## config.mk

```make
export PLATFORM = sky130hd
export DESIGN_NAME = vrbo_axis
export DESIGN_NICKNAME = d
export VERILOG_FILES = /design/src/design/vrbo_pkg.sv /design/src/design/vrbo_axis.sv
export SDC_FILE = /design/constraint.sdc
export NUM_CORES = 1
export LEC_CHECK = 0
export BUFFER_PORTS_ARGS = -buffer_cell sky130_fd_sc_hd__buf_2
export CORE_MARGIN = 1.5
export CORE_UTILIZATION = 40
export DETAILED_ROUTE_END_ITERATION = 8
export GPL_TIMING_DRIVEN = 0
export SYNTH_ARGS = -nofsm -noshare
export SYNTH_HDL_FRONTEND = slang
export SYNTH_SLANG_ARGS = --single-unit
```

## constraint.sdc

```tcl
create_clock -name vclk -period 15.11
set_clock_uncertainty 0.1 [all_clocks]
set_input_delay 3.022 -clock vclk [all_inputs]
set_output_delay 3.022 -clock vclk [all_outputs]
set_load 0.02 [all_outputs]
```

## src/design/vrbo_pkg.sv

```systemverilog
// Shared types and constants for the view ray box occlusion test.
// Used by vrbo_axis and view_ray_box_occlusion_test; depends on nothing.
package vrbo_pkg;

	localparam int COORD_FRAC_BITS = 8;
	localparam int COORD_W = 24;
	localparam int REL_W = COORD_W + 1;
	localparam int HALF_W = 16;
	localparam int SLAB_W = COORD_W + 4;
	localparam int RAD_W = 23;
	localparam int TAG_W = 16;
	localparam int TILE_W = 16;
	localparam int CFG_IDX_W = 3;
	localparam int PROD_W = SLAB_W + COORD_W + 1;

	localparam logic [HALF_W-1:0] TREE_HALF = HALF_W'(1) << COORD_FRAC_BITS;

	localparam logic ACT_BUILDING = 1'b0;
	localparam logic ACT_TREE = 1'b1;

	localparam logic [CFG_IDX_W-1:0] REG_CAMERA_X = 3'd0;
	localparam logic [CFG_IDX_W-1:0] REG_CAMERA_Z = 3'd1;
	localparam logic [CFG_IDX_W-1:0] REG_PLAYER_X = 3'd2;
	localparam logic [CFG_IDX_W-1:0] REG_PLAYER_Y = 3'd3;
	localparam logic [CFG_IDX_W-1:0] REG_VIEW_RADIUS = 3'd4;

	localparam logic [RAD_W-1:0] VIEW_RADIUS_RESET = RAD_W'(7680);

	// Per-axis slab span as entry/exit numerators over a shared denominator
	typedef struct packed {
		logic signed [SLAB_W-1:0] lo;
		logic signed [SLAB_W-1:0] hi;
		logic [COORD_W-1:0] den;
		logic active;
		logic miss;
	} axis_t;

endpackage

```

## src/design/vrbo_axis.sv

```systemverilog
// Slab numerators for one axis of the camera to player segment.
// Depends on vrbo_pkg.
module vrbo_axis (
	input logic signed [vrbo_pkg::COORD_W-1:0] cam,
	input logic signed [vrbo_pkg::REL_W-1:0] rel,
	input logic [vrbo_pkg::HALF_W-1:0] half,
	output vrbo_pkg::axis_t axis
);
	import vrbo_pkg::*;

	logic signed [SLAB_W-1:0] d;
	logic signed [SLAB_W-1:0] h;
	logic signed [SLAB_W-1:0] sum_dh;
	logic signed [SLAB_W-1:0] dif_dh;
	logic signed [SLAB_W-1:0] neg_sum;
	logic signed [SLAB_W-1:0] neg_dif;
	logic signed [COORD_W:0] cam_neg;

	// Offset of box centre from camera, and the box half extent
	assign d = SLAB_W'(rel) - SLAB_W'(cam);
	assign h = $signed({{(SLAB_W-HALF_W){1'b0}}, half});
	assign sum_dh = d + h;
	assign dif_dh = d - h;
	assign neg_sum = -sum_dh;
	assign neg_dif = -dif_dh;
	assign cam_neg = -(COORD_W+1)'(cam);

	// Order the two crossings by direction of travel
	always_comb begin
		axis.active = (cam != '0);
		axis.miss = (cam == '0) && ((dif_dh > 0) || (sum_dh < 0));
		if (cam < 0) begin
			axis.lo = dif_dh;
			axis.hi = sum_dh;
			axis.den = cam_neg[COORD_W-1:0];
		end else begin
			axis.lo = neg_sum;
			axis.hi = neg_dif;
			axis.den = cam;
		end
	end

endmodule

```

# Word level (Yosys, flattened, before mapping)
# Cells that the tools add are included.
# totals
wordCells	14
regBits	0
# op_classes
addsub	6
n_reduce_logical	4
magnitude_cmp	3
n_mux	1
# ops
operator	n
2-to-1 mux 80 bit	1
negation 27 -> 28 bit	2
adder 26 x 17 -> 27 bit	1
> comparator 27 x 1 -> 1 bit, second input constant	1
< comparator 27 x 1 -> 1 bit, second input constant	1
subtractor 26 x 17 -> 27 bit	1
subtractor 25 x 24 -> 26 bit	1
logical NOT 24 bit	1
< comparator 24 x 1 -> 1 bit, second input constant	1
negation 24 bit	1
nonzero test 24 bit	1
logical AND 1 bit	1
logical OR 1 bit	1

# Longest topological paths before layout
# Gate-level depths: netlist of the first run.
# logic_depth
ltp_word	5
depth_mapped	24
mapped_depth_nobuf	21

# Worst setup path after synthesis of the first run
# No wires, ideal clock.
# synth_path
kind	input-to-output
start	input port cam[2] (netlist bit)
end	output port axis[50] (netlist bit)
arrival_ns	7.848
stages	22
n_path_buf	2
slack_ns	4.140
path_cell_list	inv_1 -> ha_1 -> nor2b_1 -> o2111ai_1 -> nand2_1 -> a21o_1 -> a21oi_1 -> xnor2_1 -> ha_1 -> buf_6 -> nand4_1 -> nor2_1 -> o2111ai_1 -> and3_1 -> clkbuf_1 -> xnor2_1 -> or3_1 -> nor4_1 -> o211ai_1 -> a2111oi_0 -> xor2_1 -> a21oi_1
# synth_rtl
item	line_no	source
start: declaration	vrbo_axis.sv:4	input logic signed [vrbo_pkg::COORD_W-1:0] cam,
end: declaration	vrbo_axis.sv:7	output vrbo_pkg::axis_t axis

==> results of run 1 <==
[worst min path at each step]
stage                        from       end  slack [ns]  cells after the start
after floorplan           cam[22]  axis[25]        6.03                      1
after global placement    cam[17]  axis[19]        6.25                      3
after detailed placement  cam[17]  axis[19]        6.25                      3
after CTS                  cam[6]   axis[8]        6.25                      3
after global routing       cam[6]   axis[8]        6.26                      3
final                      cam[6]   axis[8]        6.25                      3
[logic make-up after synthesis]
logic type,after synthesis,share of synthesized area (%)
buffers and inverters,115,8.23
and+or+nand+nor,347,29.4
muxes,11,1.85
AOI/OAI and AO/OA,288,30.6
adders and majority gates,63,13.2
xor gates and xnor gates,118,16.8
[critical path, stage by stage]
cell and delay (ns):
buf_2 0.12, inv_1 0.06, ha_1 0.36, a21o_1 0.22
a31oi_1 0.18, a21o_1 0.24, and2_1 0.18, nand2_1 0.07
xor2_1 0.18, ha_1 0.37, clkbuf_1 0.34, nand4_1 0.19
nor2_1 0.19, o2111ai_1 0.13, and3_1 0.20, clkbuf_1 0.17
xnor2_1 0.23, or3_1 0.45, nor4_1 0.68, o211ai_1 0.30
a2111oi_0 0.55, xor2_1 0.12, a21oi_1 0.15, buf_2 0.17
[metrics by stage]
stage	worst slack (ns)	power (mW)
after floorplan	4.14	0.543
after global placement	3.05	0.722
after detailed placement	3.10	0.727
after CTS	3.08	0.729
after global routing	2.49	0.813
final	3.09	0.737
[report_power, final]
group / internal [mW] / leakage [nW] / switching, mW
clock network: 0.00000000884 / 0.00000634 / 0
registers: 0 / 0 / 0
logic: 0.269 / 3.06 / 0.468
total: 0.269 / 3.06 / 0.468
[area by class of cell]
type	instances	share of cell area, %
buffer	49	3.59
inverter	66	3.51
antenna	1	0.0351
tap	188	3.30
timing repair buffer	148	10.4
multi-input combinational	827	79.2
[Yosys cell counts (all sizes together), types with 6 or more instances]
master,instances
or4,8
or2,7
nor3,34
a211oi,13
nand2,84
o31ai,14
xor2,32
nand4,14
o21a,12
nor2,76
a21o,18
nor2b,12
a2111oi,6
buf,17
nand2b,9
or3,20
clkbuf,32
nor4,15
and2,8
o41ai,6
o21ai,71
o211ai,13
a31oi,13
and3,7
o21bai,9
nand3,28
xnor2,86
ha,60
inv,65
a21oi,72
mux2i,8
[routing by layer]
metal | global-route usage (%) | up-vias | wire [µm]
met5 | 0 | - | 0
met4 | 2.07 | 0 | 211
met3 | 2.43 | 13 | 1420
met2 | 39.3 | 273 | 8540
met1 | 35.3 | 3258 | 10000
li1 | - | 3733 | -
==> impl_summary.txt, run 1 <==
----------------------------------------------------
[Place]
  Final GP Congestion ... about 0.92
  Placed Cells incl. Taps ... between 1k and 1.5k
  Post-DP Area ... about 7100 µm²
  Sum of net half-perimeters after detailed placement ... 17000 µm
  Port Buf Inserts ... ~150

[Final layout]
  Area used by sequential logic in the layout ... 0 µm²
  Count of placed standard cells in the final layout, fillers left out ... around 1.3k
  Layout cells sized above 1 ... between 10% and 20%
  Final Instance Area ... 7140 µm²
  Count of flip-flops and latches ... 0
  Layout Area Growth over Synthesis ... 15.9%
  Footprint of the multi-input gates ... between 5000 and 6000 µm²
  Fillers ... 1623
  Most common cell after layout, fill and taps aside ... buf_2
  Top library cells by usage in the layout, fill and taps aside ... buf_2, xnor2_1, nand2_1
  Clock buffer count in the final layout ... 0
  Utilization after layout ... about 47%
  Number of nets at the end of the flow ... ~1.2k

[Critical path]
  CP required ... between 10 and 15 ns
  Capture point of the worst path ... axis[50]
  Data arrival time of the critical path ... 8.90 ns
  Maximum fanout along the worst path ... 10
  CP endpoint kind ... primary output
  Worst setup path start ... cam[4]
  Startpoint type of the worst setup path ... input port
  Startpoint-to-endpoint class of the critical path ... input port to primary output

[Clocking]
  PostCTS Resize Cnt ... 0
  Number of buffers added to fix hold violations after cts ... 0
  Setup repair bufs after CTS ... 0

[Route]
  Vias after detailed routing ... 7277
  Post-Route WL ... between 20000 and 25000 µm
  Vias per inst ... 5.69
  Antenna-violating nets left ... 0
  Detail-routed net length per standard cell ... 15.8 µm
  Number of detailed-routing iterations run before antenna repair ... 7
  Initial DRC Count ... 514
  Number of DRC violations after detailed routing ... 0

[Die]
  Cell Rows ... 45
  Overall die height ... 127 µm
  Width of the die ... about 130 µm
  Die Area ... between 15000 and 20000 µm²
  Floorplan Core Area ... ~15000 µm²
  Effective utilization at floorplan ... around two fifths
  Io pins ... 147

[Logic synthesis]
  Top cells by area in the synthesized netlist ... xnor2_1, ha_1, a21oi_1
  Area share of the leading cell type in the synthesized netlist ... about 12%
  Synthesized netlist net count ... about 1.1k
  Cell area after synthesis ... a little over 6000 µm²
  Seq/Total Area, Yosys ... 0%
  Post-synthesis area per instance ... between 6 and 7 µm²
  Library cell occupying the most area in the post-synthesis netlist ... xnor2_1
  Yosys cell types ... a little over 80
  Gate count of the mapped netlist ... 942
  Yosys Warn Count ... 0

[Power and ir drop]
  Leakage power ... 3.06 nW
  Power per cell area ... about 100 nW/µm²
  Worst vdd rail ir drop ... about 0.035 mV

[Flow run]
  Max capacitance violation total ... 0

[GRT]
  Global-route congestion overflow total ... 0
  Vias in the first global route ... between 6k and 7k
  Global-route wire length before repair ... approximately 33000 µm
  Global routing usage summed across all routing layers ... ~24%
  Initial antenna violation count ... 1
  Largest net degree at the start of global routing ... 12

[Timing]
  Unrepaired setup endpoints after global routing ... no
  Slew at the pin closest to its max-slew limit ... around 1.1 ns
  Final sum of negative setup slack ... 0 ns
  Final clock period utilization by the worst path ... about four fifths
  Final number of max-transition violations ... 0
  Hold_ws ... approximately 6.2 ns
  Shortest period the worst path allows ... 12.02 ns
  Worst rel slew slack ... a little over a quarter
  Hold Violations, Final ... 0
  Peak clock frequency supported by timing ... roughly 0.083 GHz
  Final setup fails ... 0

[Outcome]
  Status ... finished, final reports clean

[Worst hold path]
  Min-delay worst type ... input port to primary output

----------------------------------------------------
Power figures use the tool's default switching activity.
==> run 2: changes to the inputs <==
ABC_AREA = 1   (was not set)
clock period = 11 ns   (was 15.11 ns; I/O delays follow)
==> impl_summary.txt, run 2 <==
----------------------------------------------------
[Outcome]
  Status ... finished, final reports clean

[GRT]
  Global-route congestion overflow total ... 0 (unchanged)
  Global Route met1 Usage ... 34.3% (-0.95 points)
  Global routing usage summed across all routing layers ... 23.9% (-0.084 points)
  Most used routing layer in global routing ... met2
  Met3 GRT Util ... 0.866% (-1.6 points)
  Global-route met2 utilization ... 40.6% (+1.3 points)
  Global-route wire length before repair ... 38400 µm (+18%)
  Largest net degree at the start of global routing ... 12 (unchanged)
  Vias in the first global route ... 8046 (+23%)
  Initial antenna violation count ... 0 (-1)

[Critical path]
  Maximum cell stage delay along the critical path ... 0.40 ns (-0.28 ns)
  Worst setup path start ... cam[0]
  CP most frequent cell ... nand2_1
  Data arrival time of the critical path ... 6.44 ns (-2.46 ns)
  Startpoint-to-endpoint class of the critical path ... input port to primary output
  Delay-heaviest family, CP ... simple AND/OR/NAND/NOR gates
  Slowest cell on the critical path ... fa_1
  Maximum fanout along the worst path ... 9 (-1)
  CP endpoint kind ... primary output
  Logic depth of the worst setup path including buffers ... 26 (+8.3%)
  CP required ... 8.70 ns (-3.29 ns)
  Startpoint type of the worst setup path ... input port
  Capture point of the worst path ... axis[45]
  Worst path buffer plus inverter count ... 5 (unchanged)

[Final layout]
  Number of nets at the end of the flow ... 1674 (+37%)
  Layout Area Growth over Synthesis ... 13.9%
  Number of antenna diodes ... 0 (-1)
  Layout cells sized above 1 ... 19.3% (+1.8 points)
  Top library cells by usage in the layout, fill and taps aside ... nand2_1, inv_1, buf_2
  Clock buffer count in the final layout ... 0 (unchanged)
  Area used by sequential logic in the layout ... 0 µm² (unchanged)
  Fillers ... 2044 (+26%)
  Most common cell after layout, fill and taps aside ... nand2_1
  Count of flip-flops and latches ... 0 (unchanged)

[Timing]
  Hold Violations, Final ... 0 (unchanged)
  Hold_ws ... 4.60 ns (-1.65 ns)
  Final clock period utilization by the worst path ... 79.5%
  Peak clock frequency supported by timing ... approximately 0.11 GHz
  Worst rel slew slack ... 37.3% (+10 points)
  Final sum of negative setup slack ... 0 ns (unchanged)
  Slew at the pin closest to its max-slew limit ... 0.941 ns (-0.154 ns)
  Unrepaired setup endpoints after global routing ... no
  Final setup fails ... 0 (unchanged)
  Shortest period the worst path allows ... ~9 ns
  PnR worst setup slack ... 2.26 ns (-0.832 ns)
  Final number of max-transition violations ... 0 (unchanged)

[Logic synthesis]
  Most frequently used cell type in the post-synthesis netlist ... nand2_1
  Area share of the leading cell type in the synthesized netlist ... 23.4% (+11 points)
  Post-synthesis area per instance ... 5.22 µm² (-20%)
  Yosys Warn Count ... 0 (unchanged)
  Top cells by area in the synthesized netlist ... nand2_1, inv_1, ha_1
  Yosys cell types ... 52 (-37%)
  Commonest cells in the synthesized netlist ... nand2_1, inv_1, nor2_1
  Synthesized netlist net count ... 1526 (+43%)
  Cell area after synthesis ... 7300 µm² (+19%)
  Gate count of the mapped netlist ... 1398 (+48%)
  Library cell occupying the most area in the post-synthesis netlist ... nand2_1
  Seq/Total Area, Yosys ... 0% (unchanged)

[Flow run]
  Max capacitance violation total ... 0 (unchanged)

[Place]
  Worst setup timing slack at the placement stage ... 2.31 ns (-0.794 ns)
  Port Buf Inserts ... 146 (-0.68%)
  Sum of net half-perimeters after detailed placement ... 20700 µm (+22%)
  Final GP Congestion ... 0.932 (+1.2%)

[Power and ir drop]
  Worst vdd rail ir drop ... 0.0679 mV (+94%)
  Leakage power ... 4.80 nW (+57%)
  Gate power share ... 100.0% (about the same)
  Sw frac ... 69.1% (+5.6 points)
  Psw ... 0.690 mW (+47%)
  Power per cell area ... 120 nW/µm² (+16%)
  Clock Power Share ... 0% (unchanged)
  Total internal power ... 0.309 mW (+14%)
  Part of the total power dissipated in sequential elements ... 0% (unchanged)

[Route]
  Detail-routed net length per standard cell ... 13.4 µm (-15%)
  Post-Route WL ... 23800 µm (+18%)
  Initial DRC Count ... 474 (-7.8%)
  Vias after detailed routing ... 8796 (+21%)
  Antenna-violating nets left ... 0 (unchanged)
  Vias per inst ... 4.96 (-13%)
  Number of detailed-routing iterations run before antenna repair ... 5 (-2)
  Number of DRC violations after detailed routing ... 0 (unchanged)

[Die]
  Io pins ... 147 (unchanged)
  Die Area ... 19100 µm² (+18%)
  Width of the die ... 138 µm (+8.7%)
  Overall die height ... 138 µm (+8.7%)
  Effective utilization at floorplan ... 40.8% (+0.11 points)
  Floorplan Core Area ... 17900 µm² (+18%)
  Cell Rows ... 49 (+8.9%)

[Clocking]
  PostCTS Resize Cnt ... 0 (unchanged)
  Setup repair bufs after CTS ... 0 (unchanged)
  Number of buffers added to fix hold violations after cts ... 0 (unchanged)

[Worst hold path]
  Min-delay worst type ... input port to primary output

----------------------------------------------------
[run 2: cell count changes after synthesis, sizes merged, moves of 16 or more]
| cell | before | now |
|---|---|---|
| nand2 | 84 | 509 |
| inv | 65 | 247 |
| nand3 | 28 | 129 |
| xnor2 | 86 | 8 |
| nor2 | 76 | 150 |
| clkbuf | 32 | 6 |
| nand4 | 14 | 40 |
| a21oi | 72 | 52 |
| or3 | 20 | 0 |
| a21o | 18 | 1 |
| nor3 | 34 | 18 |
[run 2: cells by family after synthesis]
logic type	after synthesis	share of synthesized area, %
AND/OR/NAND/NOR	856	55.1
buffers and inverters	276	15.3
AO/OA/AOI/OAI	148	11.4
adder cells (fa/ha/maj)	63	11.1
XOR/XNOR	55	7.11
[run 2: power by group through the flow]
stage          Clock, mW  Combinational, mW  Sequential, mW
5_1_grt                0               1.12               0
6_report               0              0.998               0
3_5_place_dp           0              0.987               0
2_1_floorplan          0              0.741               0
3_3_place_gp           0              0.977               0
4_1_cts                0              0.989               0
[run 2: cell type report]
cell class                      count  area (µm²)  area share [%]
Multi-Input combinational cell   1122        6190            74.4
Inverter                          248         931            11.2
Timing Repair Buffer              146         731            8.78
Tap cell                          229         287            3.44
Buffer                             28         184            2.21
[run 2: layer usage]
metal	routed length [µm]	up-vias	share of wire, %
met1	12100	3849	51
met2	10500	227	44
met4	344	0	1.4
met3	952	21	4.0
li1	-	4699	-
met5	0	-	0
[run 2: worst min path at each step]
stage	endpoint	cells after the start	startpoint
2_1_floorplan	axis[2]	1	cam[0]
3_3_place_gp	axis[9]	3	cam[7]
3_5_place_dp	axis[9]	3	cam[7]
4_1_cts	axis[9]	3	cam[7]
5_1_grt	axis[9]	3	cam[7]
6_report	axis[9]	3	cam[7]
[run 2: per-stage QoR]
step           instances  power (mW)  area (µm²)  util, %
6_report            1773       0.998        8320     46.5
5_1_grt             1773        1.12        8320     46.5
2_1_floorplan       1398       0.741        7300        -
3_5_place_dp        1773       0.987        8320     46.5
4_1_cts             1773       0.989        8320     46.5
3_3_place_gp        1773       0.977        8320     46.5
[run 2: tightest hold or removal path: stages]
cell and delay, ns:
buf_2 0.09, xor2_1 0.06, buf_2 0.15
